## src/design/pfru_pkg.sv

```systemverilog
// Package for the page frame replacement unit.
// Holds the sequencer state type, policy and register codes, and the field widths.
// No dependencies.
`default_nettype none

package pfru_pkg;

   // Field widths on the stream ports
   localparam int PAGE_W   = 8;    // page_number, evicted_page
   localparam int SLOT_W   = 3;    // frame_slot
   localparam int FAULT_W  = 16;   // fault_count
   localparam int REQ_W    = 8;    // req_tdata
   localparam int RSP_W    = 32;   // rsp_tdata: slot + evicted + count, padded to bytes
   localparam int RSP_U_W  = 2;    // rsp_tuser: was_hit, was_replacement

   // Configuration port
   localparam int CSR_IDX_W  = 1;
   localparam int CSR_DATA_W = 4;
   localparam logic [CSR_IDX_W-1:0] CSR_POLICY = 1'b0;
   localparam logic [CSR_IDX_W-1:0] CSR_FRAMES = 1'b1;

   // Replacement policy codes
   localparam logic [1:0] POLICY_FIFO  = 2'd0;
   localparam logic [1:0] POLICY_CLOCK = 2'd1;
   localparam logic [1:0] POLICY_LRU   = 2'd2;

   localparam logic [3:0] FRAMES_RESET = 4'd3;
   localparam logic [FAULT_W-1:0] FAULT_MAX = '1;

   // Sequencer states
   typedef enum logic [6:0] {
      S_IDLE  = 7'b0000001,
      S_SCAN  = 7'b0000010,
      S_LRU   = 7'b0000100,
      S_CLK   = 7'b0001000,
      S_EVRD  = 7'b0010000,
      S_EVCAP = 7'b0100000,
      S_DONE  = 7'b1000000
   } state_type;

endpackage

`default_nettype wire

```

## src/design/pfru_ram.sv

```systemverilog
// Generic single-write, single-read RAM with a registered read port.
// Used for the resident page table. No dependencies.
`default_nettype none

module pfru_ram #(
   parameter int WIDTH  = 8,
   parameter int DEPTH  = 8,
   parameter int ADDR_W = (DEPTH > 1) ? $clog2(DEPTH) : 1
) (
   input  wire logic              clock,
   input  wire logic              wr_en,
   input  wire logic [ADDR_W-1:0] wr_addr,
   input  wire logic [WIDTH-1:0]  wr_data,
   input  wire logic              rd_en,
   input  wire logic [ADDR_W-1:0] rd_addr,
   output logic      [WIDTH-1:0]  rd_data
);

   logic [WIDTH-1:0] mem [DEPTH];

   // write port
   always_ff @(posedge clock) begin
      if (wr_en) begin
         mem[wr_addr] <= wr_data;
      end
   end

   // registered read port
   always_ff @(posedge clock) begin
      if (rd_en) begin
         rd_data <= mem[rd_addr];
      end
   end

endmodule

`default_nettype wire

```

## src/design/page_frame_replacement_unit.sv

```systemverilog
// Page frame replacement unit, top level.
// Depends on pfru_pkg and pfru_ram (resident page table).
//
// Usage
//   req_*  : one page reference per transfer (req_tdata[7:0] = page_number).
//   rsp_*  : one result per reference: tuser = {was_replacement, was_hit},
//            tdata = {pad, fault_count, evicted_page, frame_slot}.
//   csr_*  : register writes, index 0 = policy_mode (0 FIFO, 1 CLOCK, 2 LRU),
//            index 1 = frame_count. csr_ready is always high; write only while idle.
//   Timing: one reference at a time. A single compare path visits one frame per
//   cycle: the lookup walks the resident frames through the page RAM's registered
//   read, an LRU victim search walks the frames in use, a CLOCK sweep clears use
//   bits until a clear one is under the hand, then the evicted page is read and
//   the table update is committed together with the result. The next reference
//   is taken once the block is back in idle after the commit.
//   The result sits in an output register, so a stalled receiver holds the
//   block only when the next result is ready to be written.
//   Reset (synchronous, active high) empties the table, clears use bits,
//   recency, hand and fault count, and sets FIFO with 3 frames.
`default_nettype none

module page_frame_replacement_unit #(
   parameter int MAX_FRAMES = 8,
   parameter int PAGE_BITS  = 8
) (
   input  wire logic                            clock,
   input  wire logic                            reset,
   // request stream
   input  wire logic                            req_tvalid,
   output logic                                 req_tready,
   input  wire logic [pfru_pkg::REQ_W-1:0]      req_tdata,   // [7:0] page_number
   // result stream
   output logic                                 rsp_tvalid,
   input  wire logic                            rsp_tready,
   output logic [pfru_pkg::RSP_W-1:0]           rsp_tdata,   // [2:0] frame_slot,
                                                             // [10:3] evicted_page,
                                                             // [26:11] fault_count
   output logic [pfru_pkg::RSP_U_W-1:0]         rsp_tuser,   // [0] was_hit,
                                                             // [1] was_replacement
   // register writes
   input  wire logic                            csr_valid,
   output logic                                 csr_ready,
   input  wire logic [pfru_pkg::CSR_IDX_W-1:0]  csr_index,
   input  wire logic [pfru_pkg::CSR_DATA_W-1:0] csr_data
);

   import pfru_pkg::*;

   localparam int IW = (MAX_FRAMES > 1) ? $clog2(MAX_FRAMES) : 1;  // frame index
   localparam int CW = $clog2(MAX_FRAMES + 1);                      // frame count
   localparam int RW = IW;                                          // recency rank

   // registers
   state_type           state_ff,   state_in;
   logic [1:0]          policy_ff,  policy_in;
   logic [3:0]          fcount_ff,  fcount_in;
   logic [PAGE_BITS-1:0] page_ff,   page_in;
   logic [CW-1:0]       n_ff,       n_in;
   logic [CW-1:0]       act_ff,     act_in;
   logic [1:0]          mode_ff,    mode_in;
   logic [CW-1:0]       scan_ff,    scan_in;
   logic                pend_ff,    pend_in;
   logic [IW-1:0]       pidx_ff,    pidx_in;
   logic [IW-1:0]       cur_ff,     cur_in;
   logic [IW-1:0]       slot_ff,    slot_in;
   logic                hit_ff,     hit_in;
   logic                repl_ff,    repl_in;
   logic                hupd_ff,    hupd_in;
   logic [PAGE_BITS-1:0] evict_ff,  evict_in;
   logic [RW-1:0]       best_ff,    best_in;
   logic [CW-1:0]       tlim_ff,    tlim_in;
   logic                tall_ff,    tall_in;
   logic [IW-1:0]       hand_ff,    hand_in;
   logic [CW-1:0]       filled_ff,  filled_in;
   logic [FAULT_W-1:0]  total_ff,   total_in;
   logic                use_ff  [MAX_FRAMES];
   logic                use_in  [MAX_FRAMES];
   logic [RW-1:0]       rank_ff [MAX_FRAMES];
   logic [RW-1:0]       rank_in [MAX_FRAMES];
   logic                        rsp_valid_ff, rsp_valid_in;
   logic [RSP_W-1:0]            rsp_data_ff,  rsp_data_in;
   logic [RSP_U_W-1:0]          rsp_user_ff,  rsp_user_in;

   // combinational helpers
   logic [7:0]          fc_wide;
   logic [CW-1:0]       eff_n;
   logic [1:0]          mode_dec;
   logic                out_free;
   logic [IW-1:0]       cur_next;
   logic [IW-1:0]       rank_rd_idx;
   logic [RW-1:0]       rank_rd;
   logic                ram_wr_en;
   logic                ram_rd_en;
   logic [IW-1:0]       ram_rd_addr;
   logic [PAGE_BITS-1:0] ram_rd_data;
   logic [FAULT_W-1:0]  total_next;

   // page table
   pfru_ram #(
      .WIDTH (PAGE_BITS),
      .DEPTH (MAX_FRAMES),
      .ADDR_W(IW)
   ) u_pages (
      .clock  (clock),
      .wr_en  (ram_wr_en),
      .wr_addr(slot_ff),
      .wr_data(page_ff),
      .rd_en  (ram_rd_en),
      .rd_addr(ram_rd_addr),
      .rd_data(ram_rd_data)
   );

   // effective frame count and policy
   assign fc_wide = 8'(fcount_ff);
   assign eff_n   = (fc_wide == 8'd0) ? CW'(1) :
                    (fc_wide > 8'(MAX_FRAMES)) ? CW'(MAX_FRAMES) : CW'(fc_wide);

   always_comb begin
      case (policy_ff)
         POLICY_CLOCK: mode_dec = POLICY_CLOCK;
         POLICY_LRU:   mode_dec = POLICY_LRU;
         default:      mode_dec = POLICY_FIFO;
      endcase
   end

   assign out_free    = !rsp_valid_ff || rsp_tready;
   assign cur_next    = ((CW'(cur_ff) + CW'(1)) == n_ff) ? '0 : cur_ff + IW'(1);
   assign rank_rd_idx = (state_ff == S_LRU) ? scan_ff[IW-1:0] : slot_ff;
   assign rank_rd     = rank_ff[rank_rd_idx];
   assign total_next  = (repl_ff && total_ff != FAULT_MAX) ? total_ff + FAULT_W'(1)
                                                            : total_ff;

   // page RAM port control
   assign ram_rd_en   = ((state_ff == S_SCAN) && (scan_ff < act_ff)) || (state_ff == S_EVRD);
   assign ram_rd_addr = (state_ff == S_EVRD) ? slot_ff : scan_ff[IW-1:0];
   assign ram_wr_en   = (state_ff == S_DONE) && out_free && !hit_ff;

   // configuration writes
   assign csr_ready = 1'b1;

   always_comb begin
      policy_in = policy_ff;
      fcount_in = fcount_ff;
      if (csr_valid) begin
         unique case (csr_index)
            CSR_POLICY: policy_in = csr_data[1:0];
            CSR_FRAMES: fcount_in = csr_data;
            default: ;
         endcase
      end
   end

   // sequencer
   always_comb begin
      state_in  = state_ff;
      page_in   = page_ff;
      n_in      = n_ff;
      act_in    = act_ff;
      mode_in   = mode_ff;
      scan_in   = scan_ff;
      pend_in   = pend_ff;
      pidx_in   = pidx_ff;
      cur_in    = cur_ff;
      slot_in   = slot_ff;
      hit_in    = hit_ff;
      repl_in   = repl_ff;
      hupd_in   = hupd_ff;
      evict_in  = evict_ff;
      best_in   = best_ff;
      tlim_in   = tlim_ff;
      tall_in   = tall_ff;
      hand_in   = hand_ff;
      filled_in = filled_ff;
      total_in  = total_ff;
      use_in    = use_ff;
      rank_in   = rank_ff;
      rsp_data_in  = rsp_data_ff;
      rsp_user_in  = rsp_user_ff;
      rsp_valid_in = (rsp_valid_ff && !rsp_tready);

      unique case (state_ff)
         S_IDLE: begin
            if (req_tvalid) begin
               page_in  = PAGE_BITS'(req_tdata[PAGE_W-1:0]);
               n_in     = eff_n;
               act_in   = (filled_ff < eff_n) ? filled_ff : eff_n;
               cur_in   = (CW'(hand_ff) < eff_n) ? hand_ff : '0;
               mode_in  = mode_dec;
               scan_in  = '0;
               pend_in  = 1'b0;
               state_in = S_SCAN;
            end
         end

         // lookup: one frame compared per cycle behind the RAM read
         S_SCAN: begin
            if (pend_ff && ram_rd_data == page_ff) begin
               slot_in  = pidx_ff;
               hit_in   = 1'b1;
               repl_in  = 1'b0;
               hupd_in  = 1'b0;
               evict_in = '0;
               tlim_in  = act_ff;
               tall_in  = 1'b0;
               state_in = S_DONE;
            end else if (scan_ff < act_ff) begin
               scan_in = scan_ff + CW'(1);
               pend_in = 1'b1;
               pidx_in = scan_ff[IW-1:0];
            end else begin
               pend_in = 1'b0;
               hit_in  = 1'b0;
               if (filled_ff < n_ff) begin
                  // fill the next free frame
                  slot_in  = filled_ff[IW-1:0];
                  repl_in  = 1'b0;
                  hupd_in  = 1'b1;
                  evict_in = '0;
                  tlim_in  = act_ff + CW'(1);
                  tall_in  = 1'b1;
                  state_in = S_DONE;
               end else begin
                  repl_in = 1'b1;
                  tlim_in = n_ff;
                  tall_in = 1'b0;
                  hupd_in = (mode_ff != POLICY_LRU);
                  case (mode_ff)
                     POLICY_LRU: begin
                        scan_in  = CW'(1);
                        slot_in  = '0;
                        best_in  = rank_ff[0];
                        state_in = S_LRU;
                     end
                     POLICY_CLOCK: state_in = S_CLK;
                     default: begin
                        slot_in  = cur_ff;
                        state_in = S_EVRD;
                     end
                  endcase
               end
            end
         end

         // LRU: highest rank wins, lowest index on ties
         S_LRU: begin
            if (scan_ff < n_ff) begin
               if (rank_rd > best_ff) begin
                  best_in = rank_rd;
                  slot_in = scan_ff[IW-1:0];
               end
               scan_in = scan_ff + CW'(1);
            end else begin
               state_in = S_EVRD;
            end
         end

         // CLOCK: clear use bits until a clear one is under the hand
         S_CLK: begin
            if (!use_ff[cur_ff]) begin
               slot_in  = cur_ff;
               state_in = S_EVRD;
            end else begin
               use_in[cur_ff] = 1'b0;
               cur_in = cur_next;
            end
         end

         S_EVRD: state_in = S_EVCAP;

         S_EVCAP: begin
            evict_in = ram_rd_data;
            state_in = S_DONE;
         end

         // commit the table update and post the result
         S_DONE: begin
            if (out_free) begin
               for (int k = 0; k < MAX_FRAMES; k++) begin
                  if (CW'(k) < tlim_ff && IW'(k) != slot_ff &&
                      (tall_ff || rank_ff[k] < rank_rd)) begin
                     rank_in[k] = rank_ff[k] + RW'(1);
                  end
               end
               rank_in[slot_ff] = '0;
               if (!repl_ff) begin
                  use_in[slot_ff] = 1'b1;
               end
               if (!hit_ff && !repl_ff) begin
                  filled_in = filled_ff + CW'(1);
               end
               if (hupd_ff) begin
                  hand_in = cur_next;
               end
               total_in     = total_next;
               rsp_user_in  = {repl_ff, hit_ff};
               rsp_data_in  = RSP_W'({total_next, PAGE_W'(evict_ff), SLOT_W'(slot_ff)});
               rsp_valid_in = 1'b1;
               state_in     = S_IDLE;
            end
         end

         default: state_in = S_IDLE;
      endcase
   end

   // state registers
   always_ff @(posedge clock) begin
      if (reset) begin
         state_ff     <= S_IDLE;
         policy_ff    <= POLICY_FIFO;
         fcount_ff    <= FRAMES_RESET;
         hand_ff      <= '0;
         filled_ff    <= '0;
         total_ff     <= '0;
         pend_ff      <= 1'b0;
         rsp_valid_ff <= 1'b0;
         for (int k = 0; k < MAX_FRAMES; k++) begin
            use_ff[k]  <= 1'b0;
            rank_ff[k] <= '0;
         end
      end else begin
         state_ff     <= state_in;
         policy_ff    <= policy_in;
         fcount_ff    <= fcount_in;
         hand_ff      <= hand_in;
         filled_ff    <= filled_in;
         total_ff     <= total_in;
         pend_ff      <= pend_in;
         rsp_valid_ff <= rsp_valid_in;
         use_ff       <= use_in;
         rank_ff      <= rank_in;
      end
   end

   // working registers, no reset needed
   always_ff @(posedge clock) begin
      page_ff     <= page_in;
      n_ff        <= n_in;
      act_ff      <= act_in;
      mode_ff     <= mode_in;
      scan_ff     <= scan_in;
      pidx_ff     <= pidx_in;
      cur_ff      <= cur_in;
      slot_ff     <= slot_in;
      hit_ff      <= hit_in;
      repl_ff     <= repl_in;
      hupd_ff     <= hupd_in;
      evict_ff    <= evict_in;
      best_ff     <= best_in;
      tlim_ff     <= tlim_in;
      tall_ff     <= tall_in;
      rsp_data_ff <= rsp_data_in;
      rsp_user_ff <= rsp_user_in;
   end

   assign req_tready = (state_ff == S_IDLE);
   assign rsp_tvalid = rsp_valid_ff;
   assign rsp_tdata  = rsp_data_ff;
   assign rsp_tuser  = rsp_user_ff;

   // checks
   a_filled_bound: assert property (@(posedge clock) disable iff (reset)
      filled_ff <= CW'(MAX_FRAMES))
      else $error("filled frame count above table depth");

   a_fault_monotonic: assert property (@(posedge clock) disable iff (reset)
      1'b1 |=> total_ff >= $past(total_ff))
      else $error("fault count went down");

   a_commit_posts: assert property (@(posedge clock) disable iff (reset)
      (state_ff == S_DONE) && out_free |=> rsp_valid_ff && (state_ff == S_IDLE))
      else $error("commit did not post a result");

   a_hit_not_repl: assert property (@(posedge clock) disable iff (reset)
      rsp_valid_ff |-> !(rsp_user_ff[0] && rsp_user_ff[1]))
      else $error("result flagged both hit and replacement");

   a_accept_scans: assert property (@(posedge clock) disable iff (reset)
      req_tvalid && req_tready |=> (state_ff == S_SCAN) && !pend_ff)
      else $error("accepted reference did not start a lookup");

endmodule

`default_nettype wire

```

## config.mk

```make
export PLATFORM = sky130hd
export DESIGN_NAME = page_frame_replacement_unit
export DESIGN_NICKNAME = d
export VERILOG_FILES = /design/src/design/pfru_pkg.sv /design/src/design/pfru_ram.sv /design/src/design/page_frame_replacement_unit.sv
export SDC_FILE = /design/constraint.sdc
export NUM_CORES = 1
export LEC_CHECK = 0
export BUFFER_PORTS_ARGS = -buffer_cell sky130_fd_sc_hd__buf_2
export CORE_UTILIZATION = 60
export CTS_CLUSTER_SIZE = 28
export DETAILED_ROUTE_END_ITERATION = 8
export PLACE_DENSITY = 0.78
export SLEW_MARGIN = 25
export SYNTH_ARGS = -nofsm -noshare
export SYNTH_HDL_FRONTEND = slang
export SYNTH_HIERARCHICAL = 1
export SYNTH_SLANG_ARGS = --single-unit
```

## constraint.sdc

```tcl
create_clock -name clock -period 3.96 [get_ports clock]
set_input_delay 0.792 -clock clock [delete_from_list [all_inputs] [get_ports clock]]
set_output_delay 0.792 -clock clock [all_outputs]
set_load 0.005 [all_outputs]
```

==> metrics, run 1 <==
synthesis-to-layout area growth 11.1%; sequential fraction of the synthesis area 53.2%; skew final between 7 and 8 ps; clk slew on worst S/H paths ~60 ps; Post-synth top cells edfxtp_1, nand2_1, nor2_1, dfxtp_1, a21oi_1; core box area roughly 18000 µm²; GPL Wtd Cong 0.912; Slew HR 36.5%; Die Wd 138 µm; multi-input logic area between 4000 and 5000 µm²; final wirelength 24500 µm; final worst-path cycle share around nine tenths; Post-Synth Adder-Cell Area 5.50%; Syn Area/Cell between 10 and 15 µm²; area taken by flip-flops and latches 5940 µm²; Longest Clk Path Bufs 3; total global routing overflow 0; Setup WS post-layout 380 ps; initial DRC count around 670; cells after synthesis 974; die area 19100 µm²; H-tree Lvls 1; post-synthesis mux area share 8.80%; Initial DRT Pass Iterations 7; number of global-route vias before repair ~7500; CTS root buf clkbuf_16; boundary pin count 55; Setup Total Neg Slack 0 ps; row count 49; Mapped Area approximately 11000 µm²; EDFF count, synth 151; Yosys reg bits 221; diode count 0; pin count of the biggest net entering global routing 39; failing checks design-rule violations; Worst Tran Pin Value approximately 950 ps; HP Class register to register; Sink Count 221; initial antenna violation count 0; asr flop ratio synth 0%; highest clock rate between 200 and 300 MHz; fin. max-slew vios 0; Vias per Instance around 6; largest family of logic cells by synthesized area simple AND/OR/NAND/NOR gates; global-route wire length before repair 39300 µm; Setup Fix Bufs, Post-CTS 0; Crit Path Class register to register; status finished, violations left; top cells by area, synth edfxtp_1, dfxtp_1, ha_1; Initial Utilization between 60 and 70%; Synth Warn # 6; RSZ-0062 raised after global routing false; Worst-Skew Late Latency ~530 ps; final hold vios 0; fin crit period approximately 3600 ps; Setup-failing EPs final 0; Num CTS Buffers 23; via count 7808; cell accounting for the most synthesized area edfxtp_1; CTS tree yes; maximum VDD drop 0.666 mV; Synth cell types about 70; # DRC 10; IO buf count 48; # fillers 1334; most common flop cell mapped by yosys edfxtp_1; share of cells above drive strength 1 a little over an eighth; Simple-Gate Fraction of Synth Area 14.5%; CP Launch Type register; Worst EP arrival 3970 ps; total track usage 26.1%; complex-gate fraction of the synthesized area around 11%; Synth Area in XOR/XNOR under 10%; Die Ht between 100 and 150 µm; Final nets around 1100; ANT nets after route 0; count leader, synth edfxtp_1; Post-CTS Hold Fix Bufs 0; Max Cap Viol 0; Routed WL per cell just under 20 µm; Synth top area share roughly 40%; top fanout value on the critical path 8; Setup WS pre-CTS ~300 ps; Cell Pwr Density ~420 nW/µm²; DP HPWL ~17000 µm; endpoint class of the critical path register; Required @ worst endpoint 4350 ps; Leak 4.76 nW
where the power goes:
part / total, mW / switching (mW) / internal (mW)
combinational: 0.431 / 0.241 / 0.190
clock: 2.19 / 0.893 / 1.30
sequential: 2.61 / 0.0790 / 2.53
total: 5.23 / 1.21 / 4.02
registers in the layout (all words and copies together), names as in the netlist, 4 cells and up:
signal / flops
u_pages/mem: 64
rsp_tdata: 27
rank_ff: 24
total_ff: 16
evict_ff: 8
page_ff: 8
u_pages/rd_data: 8
use_ff: 8
state_ff: 7
act_ff: 4
fcount_ff: 4
filled_ff: 4
n_ff: 4
scan_ff: 4
tlim_ff: 4
path summary, 6_finish.rpt:
check                            start                       to  slack [ps]  cells past startpoint
min          evict_ff[6]$_SDFFCE_PP0P_   rsp_tdata[9]$_DFFE_PP_         420                      0
min reg2reg  evict_ff[6]$_SDFFCE_PP0P_   rsp_tdata[9]$_DFFE_PP_         420                      0
max reg2reg   state_ff[3]$_SDFFE_PP0P_  rank_ff[8]$_SDFFE_PP0P_         380                     12
max           state_ff[3]$_SDFFE_PP0P_  rank_ff[8]$_SDFFE_PP0P_         380                     12
area by class of cell:
| type | instances | share of cell area, % |
|---|---|---|
| Inverter | 40 | 1.21 |
| Sequential cell | 221 | 47.9 |
| Tap cell | 229 | 2.31 |
| Timing Repair Buffer | 67 | 3.09 |
| Clock inverter | 13 | 1.30 |
| Multi-Input combinational cell | 674 | 39.2 |
| Clock buffer | 29 | 4.91 |
through the flow:
stage / hold WS (ps) / cells / util [%] / total power, mW / area (µm²)
2_1_floorplan: 400 / 978 / - / 2.96 / 11200
3_3_place_gp: 401 / 1231 / 64.2 / 3.07 / 11600
4_1_cts: 420 / 1273 / 68.5 / 5.26 / 12400
6_report: 420 / 1273 / 68.5 / 5.23 / 12400
3_5_place_dp: 406 / 1231 / 64.2 / 3.08 / 11600
5_1_grt: 425 / 1273 / 68.5 / 5.39 / 12400
critical path, cell delays in order (launching register included):
cell	delay, ps
dfxtp_1	380
nor4b_4	430
nand2_1	150
mux2i_1	500
mux2i_1	150
mux2_2	320
inv_1	250
ha_1	310
a21oi_1	180
o2111ai_1	130
a21oi_1	390
a211o_1	190
a31oi_1	70
layer usage:
| metal | GRT usage, % | vias to the layer above | part of all wire, % |
|---|---|---|---|
| met2 | 42.9 | 292 | 47 |
| li1 | - | 3741 | - |
| met1 | 35.3 | 3716 | 44 |
| met5 | 0 | - | 0 |
| met4 | 8.87 | 0 | 3.1 |
| met3 | 4.43 | 59 | 6.5 |
cells by family (layout without fill, tap and decap cells):
logic type,count (synthesis),in the layout
compound gates,194,194
xor+xnor,42,42
fa+ha+maj,49,49
buf+inv,83,149
flops,221,221
mux,66,66
other cells,2,6
simple gates,317,317
repair_timing:
| item | in CTS | in global routing |
|---|---|---|
| endpoints found under the hold margin | 0 | 0 |
| gates resized for setup | 0 | 1 |
| endpoints found under the setup margin | 0 | 3 |
placed cells by master, fill, tap and decap left out, drive strengths merged, types with 10 or more instances in the layout:
master and count:
edfxtp 151, nand2 84, nor2 73, dfxtp 70
buf 67, a21oi 56, ha 49, o21ai 44
inv 42, nand3 34, clkbuf 29, mux2i 26
xnor2 25, nor3 24, mux2 21, mux4 19
xor2 17, o211ai 15, nand2b 14, nor2b 14
and2 13, nand4 11, o21a 10, a31oi 10
No activity file was read; power rests on OpenSTA's default activity.
==> run 2: changes to the inputs <==
Settings changed: ABC_AREA from default to 1.
==> run 2 against run 1 <==
Compared with the run above:
- synthesized area is 3.3% higher
- cell area up 3.2%
- critical endpoint is now best_ff[1]$_DFFE_PP_
- sequential share of layout area is 1.5 points lower
- fmax up 8.4%
- combinational power grew to 4.2 times the previous value
- the run now ends clean
- clock skew grew 2.8 ps
- register-to-register slack gained 280 ps
- sequential cell count stayed put
==> metrics, run 2 <==
Net Sw Power 2.34 mW (+93%); final worst-path cycle share 83.4% (-7.0 points); skew final 10.2 ps (+2.76 ps); combinational fraction of design power 25.8% (+18 points); Hold WS 417 ps (-3.09 ps); maximum VDD drop 0.552 mV (-17%); most frequent CP cell o21ai_0; commonest non-fill, non-tap cells in the layout nand2_1, inv_1, edfxtp_1, nor2_1, nand3_1; core box area 18800 µm² (+3.8%); Worst-Skew Late Latency 520 ps (about the same); Worst EP arrival 3470 ps (-500 ps); CP Launch Type register; cell accounting for the most synthesized area edfxtp_1; Longest Clk Path Bufs 3 (unchanged); sequential fraction of the synthesis area 51.6% (-1.7 points); Crit Path Class register to register; ANT nets after route 0 (unchanged); via count 8981 (+15%); crit-path leading delay family simple AND/OR/NAND/NOR gates; Mapped Area 11500 µm² (+3.3%); CTS root buf clkbuf_16; H-tree Lvls 1 (unchanged); sw frac 32.9% (+9.7 points); Final nets 1460 (+33%); Initial Utilization 61.3% (-0.29 points); status complete, no violations; count leader, synth nand2_1; diode count 0 (unchanged); fin crit period 3300 ps (-278 ps); total track usage 26.1% (-0.031 points); initial antenna violation count 0 (unchanged); Clk pwr share 32.9% (-8.9 points); critical path cell sequence inv_2 -> nand2_1 -> nor2_4 -> nand2_4 -> nand2_2 -> nand2_2 -> o21ai_0 -> nand2_1 -> o21ai_0 -> inv_1 -> o21ai_0 -> inv_1 -> ha_1 -> nand2_1 -> o21ai_0 -> a41oi_1 -> nor3_1; Leak 5.64 nW (+19%); peak per-stage delay on the critical path 430 ps (-70 ps); Synth top area share 39.4% (-1.3 points); DP HPWL 17700 µm (+4.2%); CTS resizes 0 (unchanged); total global routing overflow 0 (unchanged); Routed WL per cell 15.4 µm (-20%); CTS tree yes; P_int 4.77 mW (+19%); Biggest register u_pages/mem; cells after synthesis 1337 (+37%); die area 19700 µm² (+3.2%); Flop pwr share 41.3% (-8.6 points); row count 50 (+2.0%); worst path bufs/invs 3 (+2); most common cell after layout, fill and taps aside nand2_1; initial DRC count 716 (+6.5%); Setup-failing EPs final 0 (unchanged); CP max stage cell nor3_1; Die Wd 141 µm (+1.6%); GPL Wtd Cong 0.918 (+0.62%); HP Class register to register; # DRC 0 (-10); top fanout value on the critical path 18 (+10); clk slew on worst S/H paths 60 ps (about the same); max reg flops 64 (unchanged); Setup Total Neg Slack 0 ps (unchanged); IO buf count 48 (unchanged); Initial DRT Pass Iterations 6 (-1); endpoint class of the critical path register; Post-synth top cells nand2_1, inv_1, edfxtp_1, nor2_1, nand3_1; EDFF count, synth 151 (unchanged); Cell Pwr Density 556 nW/µm² (+32%); Slew HR 39.5% (+3.0 points); RSZ-0062 raised after global routing false; synthesis-to-layout area growth 11.0% (about the same); Max Cap Viol 0 (unchanged); number of global-route vias before repair 8399 (+12%); Vias per Instance 5.46 (-11%); Synth cell types 48 (-32%); most common flop cell mapped by yosys edfxtp_1; global-route wire length before repair 40700 µm (+3.5%); Sink Count 221 (unchanged); top cells by area, synth edfxtp_1, dfxtp_1, nand2_1; Synth Warn # 6 (unchanged); Syn Area/Cell 8.61 µm² (-25%); Worst Tran Pin Value 904 ps (-44.5 ps); fin. max-slew vios 0 (unchanged); share of cells above drive strength 1 10.2% (-3.2 points); final hold vios 0 (unchanged); final wirelength 25400 µm (+3.6%); asr flop ratio synth 0% (unchanged); boundary pin count 55 (unchanged); Num CTS Buffers 24 (+4.3%); Yosys reg bits 221 (unchanged); Setup Fix Bufs, Post-CTS 0 (unchanged); pin count of the biggest net entering global routing 54 (+38%); Post-CTS Hold Fix Bufs 0 (unchanged); Required @ worst endpoint 4130 ps (-220 ps); Die Ht 141 µm (+1.6%); highest clock rate 303 MHz (+8.4%)
run 2: metrics by stage:
step | total power, mW | cells | utilization (%) | cell area, µm² | setup WS (ps)
after floorplan | 4.33 | 1341 | - | 11500 | 646
after global placement | 4.71 | 1601 | 63.6 | 11900 | 861
after detailed placement | 4.78 | 1601 | 63.6 | 11900 | 759
after CTS | 7.11 | 1645 | 68.1 | 12800 | 745
after global routing | 7.47 | 1645 | 68.1 | 12800 | 281
final | 7.10 | 1645 | 68.1 | 12800 | 658
run 2: area by class of cell:
type,instances,area (µm²)
repair buffers,61,338
fillers,1448,5990
well taps,234,293
clock inverters,11,135
flip-flops and latches,221,5940
inverters,250,941
multi-input cells,835,4430
clock buffers,33,706
run 2: layer usage:
layer / global-route usage (%) / routed length [µm]
met1: 33.6 / 10800
met2: 45.3 / 12300
met3: 3.28 / 1580
met4: 9.32 / 673
met5: 0 / 0
run 2: final timing paths:
kind	start	end	slack (ps)	cells after the start
max	state_ff[0]$_SDFFE_PP1P_	best_ff[1]$_DFFE_PP_	660	17
min	evict_ff[7]$_SDFFCE_PP0P_	rsp_tdata[10]$_DFFE_PP_	420	0
max reg2reg	state_ff[0]$_SDFFE_PP1P_	best_ff[1]$_DFFE_PP_	660	17
min reg2reg	evict_ff[7]$_SDFFCE_PP0P_	rsp_tdata[10]$_DFFE_PP_	420	0
run 2: kinds of logic (layout without fill, tap and decap cells):
family / count (synthesis) / count (layout) / synth area share, %
AO/OA/AOI/OAI: 188 / 188 / 9.26
flip-flops: 221 / 221 / 51.6
adder cells (fa/ha/maj): 49 / 49 / 5.33
AND/OR/NAND/NOR: 563 / 563 / 21.5
buffers and inverters: 285 / 355 / 10.1
other: 2 / 6 / 0.0652
XOR/XNOR: 29 / 29 / 2.21
run 2: power groups by stage:
| stage | Combinational [mW] | Clock (mW) | Sequential (mW) |
|---|---|---|---|
| 2_1_floorplan | 1.41 | 0 | 2.92 |
| 3_3_place_gp | 1.74 | 0 | 2.97 |
| 3_5_place_dp | 1.80 | 0 | 2.98 |
| 4_1_cts | 1.82 | 2.36 | 2.93 |
| 5_1_grt | 2.07 | 2.45 | 2.96 |
| 6_report | 1.83 | 2.34 | 2.94 |
